===== src/hdl/rvrr_pkg.sv =====
// rvrr_pkg: item types, field codes and status codes for the relocation resolver.
// Used by rvrr_patch and rv32_relocation_resolver; depends on nothing.
package rvrr_pkg;

  // input item: define or fixup
  typedef struct packed {
    logic               action;
    logic [7:0]         label_index;
    logic [1:0]         label_section;
    logic [23:0]        label_offset;
    logic [2:0]         fix_kind;
    logic signed [31:0] addend;
    logic [23:0]        patch_offset;
    logic [31:0]        insn_word;
  } in_item_t;

  // result item
  typedef struct packed {
    logic [31:0] patched_word;
    logic [1:0]  status;
  } out_item_t;

  // action codes
  localparam logic ACT_DEFINE = 1'b0;
  localparam logic ACT_FIXUP  = 1'b1;

  // section codes
  localparam logic [1:0] SEC_TEXT  = 2'd0;
  localparam logic [1:0] SEC_DATA  = 2'd1;
  localparam logic [1:0] SEC_BSS   = 2'd2;
  localparam logic [1:0] SEC_IMAGE = 2'd3;

  // fixup kinds
  localparam logic [2:0] KIND_ABS32  = 3'd0;
  localparam logic [2:0] KIND_JAL    = 3'd1;
  localparam logic [2:0] KIND_BRANCH = 3'd2;
  localparam logic [2:0] KIND_HI20   = 3'd3;
  localparam logic [2:0] KIND_LO12_I = 3'd4;
  localparam logic [2:0] KIND_LO12_S = 3'd5;

  // status codes
  localparam logic [1:0] STAT_OK        = 2'd0;
  localparam logic [1:0] STAT_JAL_RANGE = 2'd1;
  localparam logic [1:0] STAT_BR_RANGE  = 2'd2;
  localparam logic [1:0] STAT_UNPLACED  = 2'd3;

  // configuration register indexes
  localparam logic [1:0] CFG_CODE_ORG  = 2'd0;
  localparam logic [1:0] CFG_INIT_ORG  = 2'd1;
  localparam logic [1:0] CFG_ZERO_ORG  = 2'd2;
  localparam logic [1:0] CFG_IMAGE_END = 2'd3;

  localparam logic [31:0] RESET_BASE = 32'h8000_0000;

  // control mode of the top level
  typedef enum logic {
    MODE_CLEAR,
    MODE_RUN
  } mode_t;

  // resolved fixup handed to the patch stage
  typedef struct packed {
    logic        action;
    logic        placed;
    logic [2:0]  kind;
    logic [31:0] target;
    logic [31:0] pc;
    logic [31:0] insn;
  } resolved_t;

endpackage


===== src/hdl/rvrr_patch.sv =====
// rvrr_patch: pc-relative range checks and immediate scattering into the word.
// Depends on rvrr_pkg (resolved_t, out_item_t, kind and status codes).
module rvrr_patch
  import rvrr_pkg::*;
(
  input  resolved_t fix,
  output out_item_t res
);

  logic [31:0] rel;
  logic [19:0] hi20;
  logic        jal_ok;
  logic        br_ok;

  // displacement from the patched word and the rounded upper part
  assign rel  = fix.target - fix.pc;
  assign hi20 = fix.target[31:12] + {19'd0, fix.target[11]};

  // in range when the upper bits are a pure sign extension
  assign jal_ok = (rel[31:20] == 12'h000) || (rel[31:20] == 12'hfff);
  assign br_ok  = (rel[31:12] == 20'h00000) || (rel[31:12] == 20'hfffff);

  always_comb begin
    res.patched_word = fix.insn;
    res.status       = STAT_OK;
    if (fix.action == ACT_DEFINE) begin
      res.patched_word = 32'd0;
    end else if (!fix.placed) begin
      res.status = STAT_UNPLACED;
    end else begin
      case (fix.kind)
        KIND_ABS32: begin
          res.patched_word = fix.target;
        end
        KIND_JAL: begin
          if (jal_ok) begin
            res.patched_word = {rel[20], rel[10:1], rel[11], rel[19:12], fix.insn[11:0]};
          end else begin
            res.status = STAT_JAL_RANGE;
          end
        end
        KIND_BRANCH: begin
          if (br_ok) begin
            res.patched_word = {rel[12], rel[10:5], fix.insn[24:12], rel[4:1], rel[11],
                                fix.insn[6:0]};
          end else begin
            res.status = STAT_BR_RANGE;
          end
        end
        KIND_HI20: begin
          res.patched_word = {hi20, fix.insn[11:0]};
        end
        KIND_LO12_I: begin
          res.patched_word = {fix.target[11:0], fix.insn[19:0]};
        end
        KIND_LO12_S: begin
          res.patched_word = {fix.target[11:5], fix.insn[24:12], fix.target[4:0],
                              fix.insn[6:0]};
        end
        default: begin
          // undefined kinds pass the word through
          res.patched_word = fix.insn;
        end
      endcase
    end
  end

endmodule

===== config.mk =====
export PLATFORM = sky130hd
export DESIGN_NAME = rvrr_patch
export DESIGN_NICKNAME = d
export VERILOG_FILES = /design/src/hdl/rvrr_pkg.sv /design/src/hdl/rvrr_patch.sv
export SDC_FILE = /design/constraint.sdc
export NUM_CORES = 1
export LEC_CHECK = 0
export ABC_AREA = 1
export BUFFER_PORTS_ARGS = -buffer_cell sky130_fd_sc_hd__buf_2
export CAP_MARGIN = 10
export CORE_UTILIZATION = 59
export DETAILED_ROUTE_END_ITERATION = 8
export GPL_ROUTABILITY_DRIVEN = 1
export PLACE_DENSITY = 0.95
export SYNTH_ARGS = -nofsm -noshare
export SYNTH_HDL_FRONTEND = slang
export SYNTH_SLANG_ARGS = --single-unit

===== constraint.sdc =====
create_clock -name vclk -period 4.5
set_input_delay 0.225 -clock vclk [all_inputs]
set_output_delay 0.225 -clock vclk [all_outputs]
set_load 0.01 [all_outputs]

==> Word-level counts from Yosys, hierarchy flattened <==
Cells that the tools add are included.
{ "classes": {"add_sub_neg": 2, "n_reduce_logical": 5, "eq_ne": 7, "mux": 10} }
{ "op_table": {"columns": ["cell", "count"], "rows": [
  ["one-hot mux 32 bit (6 select lines)", 1],
  ["two-way mux 32 bit", 4],
  ["subtractor 32 bit", 1],
  ["adder 20 x 1 -> 20 bit", 1],
  ["equality test 20 bit, second input constant", 1],
  ["logical NOT 20 bit", 1],
  ["equality test 12 bit, second input constant", 1],
  ["logical NOT 12 bit", 1],
  ["equality test 3 x 2 -> 1 bit, second input constant", 2],
  ["equality test 3 bit, second input constant", 2],
  ["two-way mux 2 bit", 3],
  ["one-hot mux 2 bit (2 select lines)", 1],
  ["equality test 3 x 1 -> 1 bit, second input constant", 1],
  ["logical NOT 3 bit", 1],
  ["logical OR 1 bit", 2],
  ["two-way mux 1 bit", 1]
]} }
{ "word_totals": {"wordCells": 24, "output_inout_bits": 34, "reg_bits": 0} }

==> Depth between registers and ports, before layout <==
{ "logic_depth": {"ltp_word": 7, "depth_mapped": 25, "ltp_nobuf": 25} }

==> Least setup slack after synthesis <==
Ideal clock, no wire load.
{ "synth_timing": {"path_kind": "input -> output", "startpoint": "input fix[64] (netlist bit)", "endpoint": "output res[32] (netlist bit)", "t_arrival_ns": 2.333, "required_time_ns": 4.275, "path_slack_ns": 1.942, "path_stages": 23, "path_cell_list": "inv_1 > nand2_1 > inv_1 > fa_1 > inv_1 > nand3_1 > nand3_1 > nand3_1 > nand3_2 > nand2_1 > nand2_1 > nand2_1 > nand2_1 > nand2_1 > nor2_1 > nand3_1 > nand2_1 > nand2_4 > nand2_4 > nand2_2 > nand2_1 > nand2_1 > a21oi_1"} }
{ "synth_rtl": {"columns": ["element", "line_no", "text"], "rows": [
  ["start: declaration", "rvrr_patch.sv:6", "input resolved_t fix,"],
  ["end: declaration", "rvrr_patch.sv:7", "output out_item_t res"]
]} }

==> implementation parameters <==
Parameter                              Value

Outcome
  Result of the run ... finished clean

Global route
  First-pass GRT wire length ... 29500 um
  Initial antenna violation count ... 1
  GRT Total Usage ... 0.431
  Total congestion overflow ... 0
  Vias in the first global route ... 6226
  Largest net degree at the start of global routing ... 31

Worst setup path
  Critical path class ... input port to output port
  Crit path max-delay cell type ... nor2_2
  Kind of cell adding the most delay to the critical path ... simple AND/OR/NAND/NOR gates
  Arrival time of data at the critical path endpoint ... 3260 ps
  Startpoint Class ... input port
  Combined buffer and inverter count along the critical path ... 7
  Maximum fanout along the worst path ... 11
  Worst EP required ... 4280 ps
  CP Capture Type ... output port
  Cell occurring most often along the worst timing path ... nand2_1
  Biggest cell delay along the critical path ... 460 ps

Synth
  Post-Syn Nets ... 1194
  Cell area after synthesis ... 4990 um^2
  Proportion of synthesized chip area in sequential cells ... 0
  Share of the synthesized area in the top cell type ... 0.285
  Yosys warning total ... 0
  Dominant cell type by area after synthesis ... nand2_1
  Number of distinct library cell variants in the gate-level netlist after synthesis ... 40
  Cells taking the most area after synthesis ... nand2_1 (29%), inv_1 (18%), nor2_1 (8.4%)
  Average cell area after synthesis ... 4.71 um^2
  Cell count after synthesis ... 1060

Cells and area
  Reg area ... 0 um^2
  Core occupancy in the finished layout ... 0.698
  CLK BUF ... 0
  Area grow syn2layout ... 15.0%
  Antenna Cells ... 0
  Commonest non-fill, non-tap cells in the layout ... nand2_1 (379), inv_1 (233), buf_2 (135)
  Layout cell share with drive strength beyond 1 ... 0.167
  FFs & Latches ... 0
  Most common library cell in the layout ignoring fill and taps ... nand2_1
  Net count, final ... 1320

Timing
  Highest clock frequency the design can meet ... 287 MHz
  Headroom to the max-slew limit ... 0.309
  Final number of max-transition violations ... 0
  Worst Hold Slack ... 755 ps
  Final hold violation count ... 0
  Slew @ Worst Pin ... 1030 ps
  Total negative setup slack ... 0 ps
  Final-report setup violation count ... 0
  Period utilization ... 0.775
  Clock period minus final worst setup slack ... 3490 ps
  Setup repair after global routing missed its margin ... no

Placed design
  Number of port buffers ... 135
  Final RePlAce weighted congestion ... 1.09
  Half-perimeter wire length after placement ... 16400 um

Power
  Maximum VDD drop ... 0.0724 mV
  Leakage power figure ... 3.75 nW
  Power per unit of standard cell area ... 123 nW/um^2

Detailed routing
  Remaining DRCs ... 0
  Number of violations reported at the end of detailed-routing iteration 0 ... 532
  Via-to-Cell Ratio ... 5.52
  Total Wirelength ... 19200 um
  Routed length per placed instance ... 14.9 um
  Total via count in the routed design ... 7119
  Detailed Routing Iterations Pass 1 ... 5
  Number of antenna-violating nets in the routed design ... 0

Min path
  Class of the tightest hold or removal check ... input port to output port

Die
  Initial core utilization ... 0.607
  Height of the die ... 94.0 um
  I/O pin cnt ... 135
  Width of the chip ... 94.0 um
  Num rows ... 33
  Area of the core region ... 8220 um^2
  Die footprint ... 8830 um^2

Clock tree
  Resized Gates After CTS ... 0
  Number of buffers inserted by post-CTS setup repair ... 0
  CTS hold repair buffers ... 0

Flow run
  Total of max-cap violations ... 0
[Yosys cell counts, types with 2 or more instances]
| library cell | number |
|---|---|
| nor4_1 | 3 |
| o21ai_0 | 48 |
| a21o_1 | 2 |
| nand3_2 | 8 |
| nand3_1 | 68 |
| nor2_2 | 8 |
| nand2_4 | 7 |
| xor2_1 | 9 |
| buf_2 | 3 |
| o2111ai_1 | 2 |
| a211oi_1 | 4 |
| nand2_1 | 379 |
| inv_1 | 233 |
| nor2_1 | 111 |
| a31oi_1 | 7 |
| inv_2 | 8 |
| a21oi_2 | 3 |
| a22o_1 | 2 |
| nand4_1 | 14 |
| ha_1 | 32 |
| xnor2_1 | 3 |
| nand3b_1 | 3 |
| clkbuf_1 | 7 |
| o211ai_1 | 9 |
| nor3_1 | 7 |
| a221oi_1 | 7 |
| a21oi_1 | 37 |
| nand2_2 | 24 |
[metrics by stage]
step | power, mW | cell area (um^2) | setup slack, ps | cells
final | 0.706 | 5740 | 1010 | 1289
after global routing | 0.781 | 5740 | 696 | 1289
after CTS | 0.687 | 5740 | 1090 | 1289
after detailed placement | 0.685 | 5740 | 1100 | 1289
after global placement | 0.680 | 5740 | 1110 | 1289
after floorplan | 0.464 | 4990 | 1940 | 1060
[cells by family after synthesis]
family | share of synthesized area
AOI/OAI and AO/OA | 0.152
and+or+nand+nor | 0.547
xor gates and xnor gates | 0.0211
buffers and inverters | 0.196
adders and majority gates | 0.0843
[area by class of cell]
class	count	area (um^2)
multi-input cells	806	4010
repair buffers	137	691
fillers	877	2480
inverters	241	905
well taps	105	131
[per-layer routing]
| layer | global-route usage | share of wire | vias to the layer above |
|---|---|---|---|
| li1 | - | - | 3536 |
| met1 | 0.500 | 0.38 | 3041 |
| met2 | 0.726 | 0.44 | 441 |
| met3 | 0.0720 | 0.11 | 99 |
| met4 | 0.279 | 0.072 | 2 |
| met5 | 0 | 0.00068 | - |
[report_power, final]
group	internal (mW)	total (mW)	switching (mW)
combinational	0.234	0.706	0.472
sequential	0	0	0
clock	0	0	0
[final timing paths]
kind	depth (start not counted)	slack [ps]	end	startpoint
hold / removal	3	760	res[0]	fix[99]
setup / recovery	25	1010	res[19]	fix[64]
Power figures use the tool's default switching activity.
